File: src/cppe_pkg.sv
// ----------------------------------------------------------------------------
// Bicycle power page engine package
// Shared codes, command and page types for the page engine.
// ----------------------------------------------------------------------------
package cppe_pkg;

  // Request type codes on the input
  localparam logic [2:0] REQ_POWER   = 3'd0;
  localparam logic [2:0] REQ_TORQUE  = 3'd1;
  localparam logic [2:0] REQ_FREQ    = 3'd2;
  localparam logic [2:0] REQ_BALANCE = 3'd3;
  localparam logic [2:0] REQ_PAGE    = 3'd4;

  // Data page ids
  localparam logic [7:0] PAGE_ID_STANDARD = 8'h10;
  localparam logic [7:0] PAGE_ID_WHEEL    = 8'h11;
  localparam logic [7:0] PAGE_ID_CRANK    = 8'h12;
  localparam logic [7:0] PAGE_ID_FREQ     = 8'h20;

  // Value for a field that is not reported
  localparam logic [7:0] NOT_REPORTED = 8'hFF;

  typedef enum logic [2:0] {
    CMD_POWER,
    CMD_TORQUE,
    CMD_FREQ,
    CMD_BALANCE,
    CMD_PAGE
  } cmd_kind_e;

  typedef enum logic [2:0] {
    SEL_STANDARD,
    SEL_WHEEL,
    SEL_CRANK,
    SEL_FREQ,
    SEL_UNKNOWN
  } page_sel_e;

  // One classified item: power uses opa/opbyte, torque opa/opb/crank,
  // frequency opa/opb, balance opbyte, page request sel
  typedef struct packed {
    cmd_kind_e   kind;
    page_sel_e   sel;
    logic        crank;
    logic [15:0] opa;
    logic [15:0] opb;
    logic [7:0]  opbyte;
  } cmd_t;

  // Command queue status toward the back end
  typedef struct packed {
    logic valid;
    cmd_t cmd;
  } cmd_head_t;

  typedef struct packed {
    logic            err;
    logic [7:0][7:0] bytes;
  } page_t;

endpackage

File: src/cycling_power_page_engine_top.sv
// ----------------------------------------------------------------------------
// Bicycle power page engine
// Keeps bicycle power sensor records and returns 8-byte data pages.
// ----------------------------------------------------------------------------
// An item is taken on any cycle push is high and full is low, one per cycle
// sustained. Events are written into the command queue and update the
// records at the edge that takes them out of it, which can wait behind a
// stalled page request. A page request is built at the edge that takes it
// out of the command queue, once the page queue has room, and is on the
// result ports right after that edge when no older page waits there.
// A two-entry command queue and a two-entry page queue let the input keep
// flowing while pages wait to be popped; full rises only when both queues
// are stalled by the result side. Request types five to seven are taken and
// dropped. The slope register is written through the cfg channel, which is
// always ready; write it only while no item is in flight.
// ----------------------------------------------------------------------------
module cycling_power_page_engine_top (
  input  logic        clk_i,
  input  logic        rst_ni,
  input  logic        cfg_valid_i,
  output logic        cfg_ready_o,
  input  logic [15:0] cfg_data_i,
  input  logic        push,
  output logic        full,
  input  logic [2:0]  req_type_i,
  input  logic [15:0] power_watts_i,
  input  logic [7:0]  cadence_rpm_i,
  input  logic        crank_side_i,
  input  logic [15:0] period_ticks_i,
  input  logic [15:0] torque_amount_i,
  input  logic [15:0] time_increment_i,
  input  logic [15:0] tick_increment_i,
  input  logic [7:0]  balance_percent_i,
  input  logic [7:0]  page_number_i,
  output logic        empty,
  input  logic        pop,
  output logic        page_error_o,
  output logic [7:0]  page_byte_0_o,
  output logic [7:0]  page_byte_1_o,
  output logic [7:0]  page_byte_2_o,
  output logic [7:0]  page_byte_3_o,
  output logic [7:0]  page_byte_4_o,
  output logic [7:0]  page_byte_5_o,
  output logic [7:0]  page_byte_6_o,
  output logic [7:0]  page_byte_7_o
);

  logic                accept;
  logic                cmd_push;
  logic                cmd_pop;
  cppe_pkg::cmd_t      cmd;
  cppe_pkg::cmd_head_t head;
  cppe_pkg::page_t     page;

  assign cfg_ready_o = 1'b1;
  assign accept      = push && !full;

  cppe_front u_front (
    .accept_i          (accept),
    .req_type_i        (req_type_i),
    .power_watts_i     (power_watts_i),
    .cadence_rpm_i     (cadence_rpm_i),
    .crank_side_i      (crank_side_i),
    .period_ticks_i    (period_ticks_i),
    .torque_amount_i   (torque_amount_i),
    .time_increment_i  (time_increment_i),
    .tick_increment_i  (tick_increment_i),
    .balance_percent_i (balance_percent_i),
    .page_number_i     (page_number_i),
    .cmd_push_o        (cmd_push),
    .cmd_o             (cmd)
  );

  cppe_cmd_fifo u_cmd_fifo (
    .clk_i  (clk_i),
    .rst_ni (rst_ni),
    .push_i (cmd_push),
    .cmd_i  (cmd),
    .pop_i  (cmd_pop),
    .full_o (full),
    .head_o (head)
  );

  cppe_back u_back (
    .clk_i      (clk_i),
    .rst_ni     (rst_ni),
    .cfg_we_i   (cfg_valid_i && cfg_ready_o),
    .cfg_data_i (cfg_data_i),
    .head_i     (head),
    .cmd_pop_o  (cmd_pop),
    .pop_i      (pop),
    .empty_o    (empty),
    .page_o     (page)
  );

  assign page_error_o  = page.err;
  assign page_byte_0_o = page.bytes[0];
  assign page_byte_1_o = page.bytes[1];
  assign page_byte_2_o = page.bytes[2];
  assign page_byte_3_o = page.bytes[3];
  assign page_byte_4_o = page.bytes[4];
  assign page_byte_5_o = page.bytes[5];
  assign page_byte_6_o = page.bytes[6];
  assign page_byte_7_o = page.bytes[7];

  // Back end never drains an empty command queue
  assert property (@(posedge clk_i) disable iff (!rst_ni) cmd_pop |-> head.valid)
    else $error("command popped from empty queue");

  // A queued command with an idle result side leaves the queue at once
  assert property (@(posedge clk_i) disable iff (!rst_ni)
                   (head.valid && empty) |-> cmd_pop)
    else $error("command stalled with free output queue");

  // An error page carries all-zero bytes
  assert property (@(posedge clk_i) disable iff (!rst_ni)
                   (!empty && page_error_o) |-> (page.bytes == '0))
    else $error("error page with nonzero bytes");

  // A good page carries one of the known page ids
  assert property (@(posedge clk_i) disable iff (!rst_ni)
                   (!empty && !page_error_o) |->
                   (page_byte_0_o == cppe_pkg::PAGE_ID_STANDARD ||
                    page_byte_0_o == cppe_pkg::PAGE_ID_WHEEL ||
                    page_byte_0_o == cppe_pkg::PAGE_ID_CRANK ||
                    page_byte_0_o == cppe_pkg::PAGE_ID_FREQ))
    else $error("page with unknown id not flagged");

endmodule

File: src/cppe_front.sv
// ----------------------------------------------------------------------------
// Page engine front end
// Classifies each input item into a compact command for the back end.
// ----------------------------------------------------------------------------
module cppe_front (
  input  logic                  accept_i,
  input  logic [2:0]            req_type_i,
  input  logic [15:0]           power_watts_i,
  input  logic [7:0]            cadence_rpm_i,
  input  logic                  crank_side_i,
  input  logic [15:0]           period_ticks_i,
  input  logic [15:0]           torque_amount_i,
  input  logic [15:0]           time_increment_i,
  input  logic [15:0]           tick_increment_i,
  input  logic [7:0]            balance_percent_i,
  input  logic [7:0]            page_number_i,
  output logic                  cmd_push_o,
  output cppe_pkg::cmd_t        cmd_o
);

  logic known;

  // Decode the request type and pick the operands
  always_comb begin
    known        = 1'b1;
    cmd_o        = '0;
    cmd_o.kind   = cppe_pkg::CMD_POWER;
    cmd_o.sel    = cppe_pkg::SEL_UNKNOWN;
    cmd_o.crank  = crank_side_i;
    unique case (req_type_i)
      cppe_pkg::REQ_POWER: begin
        cmd_o.kind   = cppe_pkg::CMD_POWER;
        cmd_o.opa    = power_watts_i;
        cmd_o.opbyte = cadence_rpm_i;
      end
      cppe_pkg::REQ_TORQUE: begin
        cmd_o.kind = cppe_pkg::CMD_TORQUE;
        cmd_o.opa  = period_ticks_i;
        cmd_o.opb  = torque_amount_i;
      end
      cppe_pkg::REQ_FREQ: begin
        cmd_o.kind = cppe_pkg::CMD_FREQ;
        cmd_o.opa  = time_increment_i;
        cmd_o.opb  = tick_increment_i;
      end
      cppe_pkg::REQ_BALANCE: begin
        cmd_o.kind   = cppe_pkg::CMD_BALANCE;
        cmd_o.opbyte = balance_percent_i;
      end
      cppe_pkg::REQ_PAGE: begin
        cmd_o.kind = cppe_pkg::CMD_PAGE;
      end
      default: begin
        known = 1'b0;
      end
    endcase

    // Map the page id to a page selector
    unique case (page_number_i)
      cppe_pkg::PAGE_ID_STANDARD: cmd_o.sel = cppe_pkg::SEL_STANDARD;
      cppe_pkg::PAGE_ID_WHEEL:    cmd_o.sel = cppe_pkg::SEL_WHEEL;
      cppe_pkg::PAGE_ID_CRANK:    cmd_o.sel = cppe_pkg::SEL_CRANK;
      cppe_pkg::PAGE_ID_FREQ:     cmd_o.sel = cppe_pkg::SEL_FREQ;
      default:                    cmd_o.sel = cppe_pkg::SEL_UNKNOWN;
    endcase
  end

  // Drop reserved request types
  assign cmd_push_o = accept_i && known;

endmodule

File: src/cppe_cmd_fifo.sv
// ----------------------------------------------------------------------------
// Page engine command queue
// Two-entry queue that decouples the front end from the back end.
// ----------------------------------------------------------------------------
module cppe_cmd_fifo (
  input  logic                clk_i,
  input  logic                rst_ni,
  input  logic                push_i,
  input  cppe_pkg::cmd_t      cmd_i,
  input  logic                pop_i,
  output logic                full_o,
  output cppe_pkg::cmd_head_t head_o
);

  cppe_pkg::cmd_t mem_q [2];
  logic       wr_ptr_q, wr_ptr_d;
  logic       rd_ptr_q, rd_ptr_d;
  logic [1:0] cnt_q, cnt_d;

  assign full_o       = (cnt_q == 2'd2);
  assign head_o.valid = (cnt_q != 2'd0);
  assign head_o.cmd   = mem_q[rd_ptr_q];

  // Advance pointers and count
  always_comb begin
    wr_ptr_d = push_i ? ~wr_ptr_q : wr_ptr_q;
    rd_ptr_d = pop_i  ? ~rd_ptr_q : rd_ptr_q;
    cnt_d    = cnt_q + {1'b0, push_i} - {1'b0, pop_i};
  end

  always_ff @(posedge clk_i or negedge rst_ni) begin
    if (!rst_ni) begin
      wr_ptr_q <= 1'b0;
      rd_ptr_q <= 1'b0;
      cnt_q    <= 2'd0;
    end else begin
      wr_ptr_q <= wr_ptr_d;
      rd_ptr_q <= rd_ptr_d;
      cnt_q    <= cnt_d;
    end
  end

  // Hold the item in its slot
  always_ff @(posedge clk_i) begin
    if (push_i) begin
      mem_q[wr_ptr_q] <= cmd_i;
    end
  end

endmodule

File: src/cppe_back.sv
// ----------------------------------------------------------------------------
// Page engine back end
// Updates the sensor records, builds pages and queues them for output.
// ----------------------------------------------------------------------------
module cppe_back (
  input  logic                clk_i,
  input  logic                rst_ni,
  input  logic                cfg_we_i,
  input  logic [15:0]         cfg_data_i,
  input  cppe_pkg::cmd_head_t head_i,
  output logic                cmd_pop_o,
  input  logic                pop_i,
  output logic                empty_o,
  output cppe_pkg::page_t     page_o
);

  logic [15:0] slope_q;
  logic [7:0]  pwr_cnt_q;
  logic [15:0] pwr_sum_q;
  logic [15:0] pwr_now_q;
  logic [7:0]  cadence_q;
  logic [7:0]  balance_q;
  logic [7:0]  whl_cnt_q;
  logic [7:0]  whl_ticks_q;
  logic [15:0] whl_period_q;
  logic [15:0] whl_torque_q;
  logic [7:0]  crk_cnt_q;
  logic [7:0]  crk_ticks_q;
  logic [15:0] crk_period_q;
  logic [15:0] crk_torque_q;
  logic [7:0]  frq_cnt_q;
  logic [15:0] frq_time_q;
  logic [15:0] frq_ticks_q;

  cppe_pkg::page_t oq_q [2];
  logic            ow_ptr_q;
  logic            or_ptr_q;
  logic [1:0]      ocnt_q, ocnt_d;

  cppe_pkg::cmd_t  cmd;
  cppe_pkg::page_t page_new;
  logic            out_pop;
  logic            room;
  logic            is_page;
  logic            out_push;
  logic            apply;

  assign cmd      = head_i.cmd;
  assign is_page  = (cmd.kind == cppe_pkg::CMD_PAGE);
  assign out_pop  = pop_i && (ocnt_q != 2'd0);
  assign room     = (ocnt_q != 2'd2) || out_pop;

  // Stall only a page request that finds the output queue full
  assign cmd_pop_o = head_i.valid && (!is_page || room);
  assign apply     = cmd_pop_o && !is_page;
  assign out_push  = cmd_pop_o && is_page;

  assign empty_o = (ocnt_q == 2'd0);
  assign page_o  = oq_q[or_ptr_q];

  // Build the requested page from the current records
  always_comb begin
    page_new = '0;
    case (cmd.sel)
      cppe_pkg::SEL_STANDARD: begin
        page_new.bytes[0] = cppe_pkg::PAGE_ID_STANDARD;
        page_new.bytes[1] = pwr_cnt_q;
        page_new.bytes[2] = balance_q;
        page_new.bytes[3] = cadence_q;
        page_new.bytes[4] = pwr_sum_q[7:0];
        page_new.bytes[5] = pwr_sum_q[15:8];
        page_new.bytes[6] = pwr_now_q[7:0];
        page_new.bytes[7] = pwr_now_q[15:8];
      end
      cppe_pkg::SEL_WHEEL: begin
        page_new.bytes[0] = cppe_pkg::PAGE_ID_WHEEL;
        page_new.bytes[1] = whl_cnt_q;
        page_new.bytes[2] = whl_ticks_q;
        page_new.bytes[3] = cadence_q;
        page_new.bytes[4] = whl_period_q[7:0];
        page_new.bytes[5] = whl_period_q[15:8];
        page_new.bytes[6] = whl_torque_q[7:0];
        page_new.bytes[7] = whl_torque_q[15:8];
      end
      cppe_pkg::SEL_CRANK: begin
        page_new.bytes[0] = cppe_pkg::PAGE_ID_CRANK;
        page_new.bytes[1] = crk_cnt_q;
        page_new.bytes[2] = crk_ticks_q;
        page_new.bytes[3] = cadence_q;
        page_new.bytes[4] = crk_period_q[7:0];
        page_new.bytes[5] = crk_period_q[15:8];
        page_new.bytes[6] = crk_torque_q[7:0];
        page_new.bytes[7] = crk_torque_q[15:8];
      end
      cppe_pkg::SEL_FREQ: begin
        // Torque-frequency page is big-endian
        page_new.bytes[0] = cppe_pkg::PAGE_ID_FREQ;
        page_new.bytes[1] = frq_cnt_q;
        page_new.bytes[2] = slope_q[15:8];
        page_new.bytes[3] = slope_q[7:0];
        page_new.bytes[4] = frq_time_q[15:8];
        page_new.bytes[5] = frq_time_q[7:0];
        page_new.bytes[6] = frq_ticks_q[15:8];
        page_new.bytes[7] = frq_ticks_q[7:0];
      end
      default: begin
        page_new.err = 1'b1;
      end
    endcase
  end

  // Configuration register
  always_ff @(posedge clk_i or negedge rst_ni) begin
    if (!rst_ni) begin
      slope_q <= '0;
    end else if (cfg_we_i) begin
      slope_q <= cfg_data_i;
    end
  end

  // Update the sensor records
  always_ff @(posedge clk_i or negedge rst_ni) begin
    if (!rst_ni) begin
      pwr_cnt_q    <= '0;
      pwr_sum_q    <= '0;
      pwr_now_q    <= '0;
      cadence_q    <= cppe_pkg::NOT_REPORTED;
      balance_q    <= cppe_pkg::NOT_REPORTED;
      whl_cnt_q    <= '0;
      whl_ticks_q  <= '0;
      whl_period_q <= '0;
      whl_torque_q <= '0;
      crk_cnt_q    <= '0;
      crk_ticks_q  <= '0;
      crk_period_q <= '0;
      crk_torque_q <= '0;
      frq_cnt_q    <= '0;
      frq_time_q   <= '0;
      frq_ticks_q  <= '0;
    end else if (apply) begin
      case (cmd.kind)
        cppe_pkg::CMD_POWER: begin
          pwr_cnt_q <= pwr_cnt_q + 8'd1;
          pwr_sum_q <= pwr_sum_q + cmd.opa;
          pwr_now_q <= cmd.opa;
          cadence_q <= cmd.opbyte;
        end
        cppe_pkg::CMD_TORQUE: begin
          if (cmd.crank) begin
            crk_cnt_q    <= crk_cnt_q + 8'd1;
            crk_ticks_q  <= crk_ticks_q + 8'd1;
            crk_period_q <= crk_period_q + cmd.opa;
            crk_torque_q <= crk_torque_q + cmd.opb;
          end else begin
            whl_cnt_q    <= whl_cnt_q + 8'd1;
            whl_ticks_q  <= whl_ticks_q + 8'd1;
            whl_period_q <= whl_period_q + cmd.opa;
            whl_torque_q <= whl_torque_q + cmd.opb;
          end
        end
        cppe_pkg::CMD_FREQ: begin
          frq_cnt_q   <= frq_cnt_q + 8'd1;
          frq_time_q  <= frq_time_q + cmd.opa;
          frq_ticks_q <= frq_ticks_q + cmd.opb;
        end
        cppe_pkg::CMD_BALANCE: begin
          balance_q <= cmd.opbyte;
        end
        default: begin
        end
      endcase
    end
  end

  // Output queue control
  always_comb begin
    ocnt_d = ocnt_q + {1'b0, out_push} - {1'b0, out_pop};
  end

  always_ff @(posedge clk_i or negedge rst_ni) begin
    if (!rst_ni) begin
      ow_ptr_q <= 1'b0;
      or_ptr_q <= 1'b0;
      ocnt_q   <= 2'd0;
    end else begin
      ow_ptr_q <= out_push ? ~ow_ptr_q : ow_ptr_q;
      or_ptr_q <= out_pop  ? ~or_ptr_q : or_ptr_q;
      ocnt_q   <= ocnt_d;
    end
  end

  // Hold finished pages until taken
  always_ff @(posedge clk_i) begin
    if (out_push) begin
      oq_q[ow_ptr_q] <= page_new;
    end
  end

endmodule

File: config.mk
export PLATFORM = sky130hd
export DESIGN_NAME = cycling_power_page_engine_top
export DESIGN_NICKNAME = d
export VERILOG_FILES = /design/src/cppe_pkg.sv /design/src/cycling_power_page_engine_top.sv /design/src/cppe_front.sv /design/src/cppe_cmd_fifo.sv /design/src/cppe_back.sv
export SDC_FILE = /design/constraint.sdc
export NUM_CORES = 1
export LEC_CHECK = 0
export BUFFER_PORTS_ARGS = -buffer_cell sky130_fd_sc_hd__clkbuf_2
export CELL_PAD_IN_SITES_DETAIL_PLACEMENT = 1
export CELL_PAD_IN_SITES_GLOBAL_PLACEMENT = 2
export CORE_ASPECT_RATIO = 0.6
export CORE_MARGIN = 5
export CORE_UTILIZATION = 40
export DETAILED_ROUTE_END_ITERATION = 8
export PLACE_DENSITY = 0.81
export SYNTH_ARGS = -nofsm -noshare
export SYNTH_HDL_FRONTEND = slang
export SYNTH_SLANG_ARGS = --single-unit
File: constraint.sdc
create_clock -name clk_i -period 14 [get_ports clk_i]
set_input_delay 1.4 -clock clk_i [delete_from_list [all_inputs] [get_ports clk_i]]
set_output_delay 1.4 -clock clk_i [all_outputs]
set_load 0.01 [all_outputs]
==> results.md <==
STA:
- The hold violation total from the final report came to 0.
- The final setup violation count is 0.
- Setup repair after global routing left no endpoint under its margin.
- For the finished layout, the period the worst path requires is 4.39 ns.
- The total count of max-transition violations in the final report is 0.
- Across the routed clock network, the largest skew measured is 0.0273 ns.
- For the final routed database, the setup TNS stands at 0 ns.
- The actual transition at the worst max-transition pin is 1.18 ns.
- The tightest hold path in the finished design has a slack of 0.475 ns.
- Based on the critical path, the design can be clocked at up to 228 MHz.
- Headroom to the max-slew limit came out at 21.4%.
- The share of the clock period used by the worst path is 31.4%.

Layout:
- The post-route netlist has 19.9% of its cells at a drive strength greater than 1.
- The top register by number of flip-flops is u_back.oq_q.
- The largest registers in the layout are u_back.oq_q x122, u_cmd_fifo.mem_q x94.
- The layout overhead on the synthesized area is 14.4%.
- The number of flip-flops under the largest register name is 122.
- Once layout is complete, the utilization of the core stands at 46.4%.
- The final net count is 2,467.
- The count of antenna diodes in the layout is 0.

Power:
- Internal power comes to approximately 0.0036 W.
- The peak supply drop is 0.000108 V.
- In this run the static leakage power is approximately 11 nW.
- The fraction of power spent switching nets is 41.4%.
- The sequential share of power is between 30% and 40%.
- The net load switching power is 0.00252 W.
- The post-route total power is 0.00609 W.
- Dividing total power by cell area gives a power density of 234 nW/um2.
- In this run, the clock network consumes about 20% of the power.
- The combinational power share is around 47%.

Global route:
- The number of global-route vias before repair is approximately 18,000.
- The first global-routing pass estimated 106,000 um of wire.
- The global router's overall resource usage is 21.6%.
- The initial antenna violation count is 0.
- The largest net degree at the start of global routing is 107.
- The total grt overflow is 0.

Routing:
- The routed length on met1 is approximately 34,000 um.
- The number of DRC markers in iteration 0 is 1,124.
- The iteration count of the initial detailed-routing pass is 7.
- After detailed routing, the average wire length per cell comes to around 22 um.
- The number of DRC violations after detailed routing is 0.
- Summed over all layers, the routed wires come to 67,400 um.
- The via density per instance is 5.52.
- The number of nets with antenna violations after detailed routing is 0.
- The routed design uses 4020 um of met3 wire.
- Summing over every cut layer, the via total after detailed routing is 16,600.
- The sum of met2 wire segment lengths after detailed routing is 28,400 um.
- Routed signal wires occupy layers up through met4.

Setup path:
- The signal on the critical path passes through buf_4 -> mux2i_1 -> inv_1 -> ha_1 -> a21oi_1 -> o21ai_0 -> a21oi_1 -> nor3_1 -> o41ai_1 -> o21ai_0 -> xor2_1 -> mux2_2.
- The kind of end point of the critical path is a register.
- The worst setup path is launched from a register.
- For the worst setup path, the data required time is 14.47 ns.
- The kind of critical path is register to register.
- Setup slack on the worst reg-to-reg path comes out at 9.61 ns.
- On the worst path, the slowest cell contributes a delay of 0.86 ns.
- The largest fanout of any net on the critical path is 32.
- For the worst flop-to-flop path, the logic depth is 12.
- The cell with the largest stage delay on the worst path is sky130_fd_sc_hd__dfrtp_2.
- The startpoint identified for the worst register-to-register timing path is u_cmd_fifo.rd_ptr_q.
- The data arrival time of the worst path is slightly below 5 ns.
- The endpoint identified for the worst register-to-register timing path is u_back.whl_torque_q[13].

Clocking:
- TritonCTS built the clock tree.
- The clock drives 432 sinks.
- The longest clock path from root to sink contains 3 buffers.
- The number of buffers added by the clock tree synthesis step is 44.
- The clock transition at the registers of the reported paths is around 0.07 ns.
- The number of post-CTS setup repair buffers is 0.
- The root buffer cell chosen for the clock tree is sky130_fd_sc_hd__clkbuf_16.
- The number of H-tree branching levels is 2.
- Post-CTS repair changed the size of 0 cells.
- The number of hold buffers added after CTS is 0.
- Clock latency on the worst-skew pair, taken at its later pin, is 0.59 ns.

Die:
- The die is 194 um tall.
- The core region is between 50,000 and 60,000 um2.
- The total I/O pin count is 197.
- The number of rows in the core area is 67.
- The die width is 317 um.
- The starting density of the core is 40.5%.
- The full die area is 61,700 um2.

Place:
- The number of port buffers is approximately 190.
- Routability-driven placement finished with a final weighted congestion of 0.881.
- The total half-perimeter wirelength after legalization and detailed placement is 48,000 um.

Synth:
- The number of distinct library cells after synthesis is 72.
- The library cell occupying the most area in the post-synthesis netlist is sky130_fd_sc_hd__edfxtp_1.
- Ranked by total cell area, the synthesized netlist is headed by sky130_fd_sc_hd__edfxtp_1 (29%), sky130_fd_sc_hd__dfrtp_1 (22%), sky130_fd_sc_hd__ha_1 (6.3%).
- Each instance of the synthesized netlist takes up on average roughly 11 um2.
- The number of synthesis warnings is 0.
- The cell area that synthesis handed to floorplanning was 22,700 um2.
- The most instantiated flip-flop cell in the synthesis netlist is sky130_fd_sc_hd__edfxtp_1.
- The flip-flop and latch count after synthesis is between 400 and 500.
- The proportion of synthesized flip-flops having asynchronous set or reset is roughly half.
- Yosys mapped a number of flops with a built-in enable equal to 216.
- The count of mapped cells out of synthesis is 2,048.
- The top-area cell type share of the netlist area is 28.6%.
- For this run, the register share of the synthesized area comes to 52.5%.

Hold path:
- The worst min-delay path category is register to register.
- The start point of the worst min-delay path is u_back.crk_cnt_q[7].
- The worst hold path endpoint is u_back.crk_cnt_q[7].
- Along the worst hold path, the cell count comes to 1.

Job:
- The max-cap violation count is 0.

Outcome:
- The run finished with clean final reports.
## placed cells by master (no fill, tap or decap), types with 23 or more instances in the layout
cell / count
sky130_fd_sc_hd__a21o_1: 32
sky130_fd_sc_hd__edfxtp_1: 216
sky130_fd_sc_hd__clkbuf_2: 190
sky130_fd_sc_hd__mux2i_1: 40
sky130_fd_sc_hd__o21ai_0: 142
sky130_fd_sc_hd__a21oi_1: 131
sky130_fd_sc_hd__a22oi_1: 26
sky130_fd_sc_hd__nand2_1: 283
sky130_fd_sc_hd__dfrtp_1: 198
sky130_fd_sc_hd__inv_1: 41
sky130_fd_sc_hd__mux2_2: 126
sky130_fd_sc_hd__xnor2_1: 78
sky130_fd_sc_hd__xor2_1: 60
sky130_fd_sc_hd__ha_1: 115
sky130_fd_sc_hd__clkbuf_16: 45
sky130_fd_sc_hd__nor2_1: 140
sky130_fd_sc_hd__a221o_1: 48
sky130_fd_sc_hd__buf_4: 23
## synthesized netlist by cell type, drive strengths merged (16+ instances only)
| master | number |
|---|---|
| dfrtp | 200 |
| xor2 | 60 |
| a221o | 49 |
| inv | 41 |
| edfxtp | 216 |
| o21ai | 145 |
| mux2 | 126 |
| nand2 | 284 |
| nor2 | 142 |
| dfstp | 16 |
| ha | 115 |
| nor2b | 20 |
| nor3 | 17 |
| clkbuf | 63 |
| a21oi | 133 |
| nand3 | 21 |
| o21a | 16 |
| mux2i | 40 |
| a21o | 33 |
| a211oi | 17 |
| xnor2 | 78 |
| buf | 32 |
| a22oi | 26 |
## logic make-up (layout without fill, tap and decap cells)
kind of cell / Yosys count / count (layout) / synth area share (%)
compound gates: 497 / 497 / 14.2
xor+xnor: 138 / 138 / 5.33
fa+ha+maj: 122 / 122 / 6.96
buf+inv: 136 / 337 / 2.44
flops: 432 / 432 / 52.5
mux: 166 / 166 / 8.02
other cells: 2 / 5 / 0.0331
simple gates: 555 / 555 / 10.5
## worst max-delay path by stage
stage | startpoint | slack [ns] | endpoint
floorplan | pop | 6.13 | u_back.oq_q[0][0]
global placement | u_cmd_fifo.rd_ptr_q | 9.67 | u_back.whl_torque_q[13]
detailed placement | u_cmd_fifo.rd_ptr_q | 9.55 | u_back.whl_torque_q[13]
CTS | u_cmd_fifo.rd_ptr_q | 9.57 | u_back.whl_torque_q[13]
global route | u_cmd_fifo.rd_ptr_q | 9.31 | u_back.whl_torque_q[13]
finish | u_cmd_fifo.rd_ptr_q | 9.61 | u_back.whl_torque_q[13]
## through the flow
stage / worst slack, ns / area, um2 / instances
2_1_floorplan: 6.13 / 22700 / 2051
3_3_place_gp: 9.67 / 24400 / 2929
3_5_place_dp: 9.55 / 24400 / 2929
4_1_cts: 9.57 / 26000 / 3011
5_1_grt: 9.31 / 26000 / 3011
6_report: 9.61 / 26000 / 3011
## worst max-delay path, delay by kind of cell, from the launching register on
kind | cells | cell delay (ns)
xor gates and xnor gates | 1 | 0.17
AOI/OAI and AO/OA | 5 | 1.32
buffers and inverters | 2 | 0.72
adders and majority gates | 1 | 0.32
DFF | 1 | 0.86
and+or+nand+nor | 1 | 0.10
muxes | 2 | 0.80
## power groups by stage
stage | logic [W] | registers, W | clock network, W
after floorplan | 0.00204 | 0.00191 | 0
after global placement | 0.00271 | 0.00200 | 0
after detailed placement | 0.00280 | 0.00202 | 0
after CTS | 0.00284 | 0.00200 | 0.00128
after global routing | 0.00315 | 0.00203 | 0.00133
final | 0.00284 | 0.00200 | 0.00124
## layer usage
metal / vias to the layer above / global-route usage (%)
li1: 7764 / -
met1: 8396 / 32.9
met2: 396 / 31.8
met3: 78 / 4.81
met4: 0 / 3.86
met5: - / 0
## cell type report
type	instances	area, um2
fillers	6100	30000
flip-flops and latches	432	11900
multi-input cells	1483	10300
clock buffers	58	1200
repair buffers	214	1140
well taps	759	950
clock inverters	24	304
inverters	41	154
(Power assumes the default switching activity.)
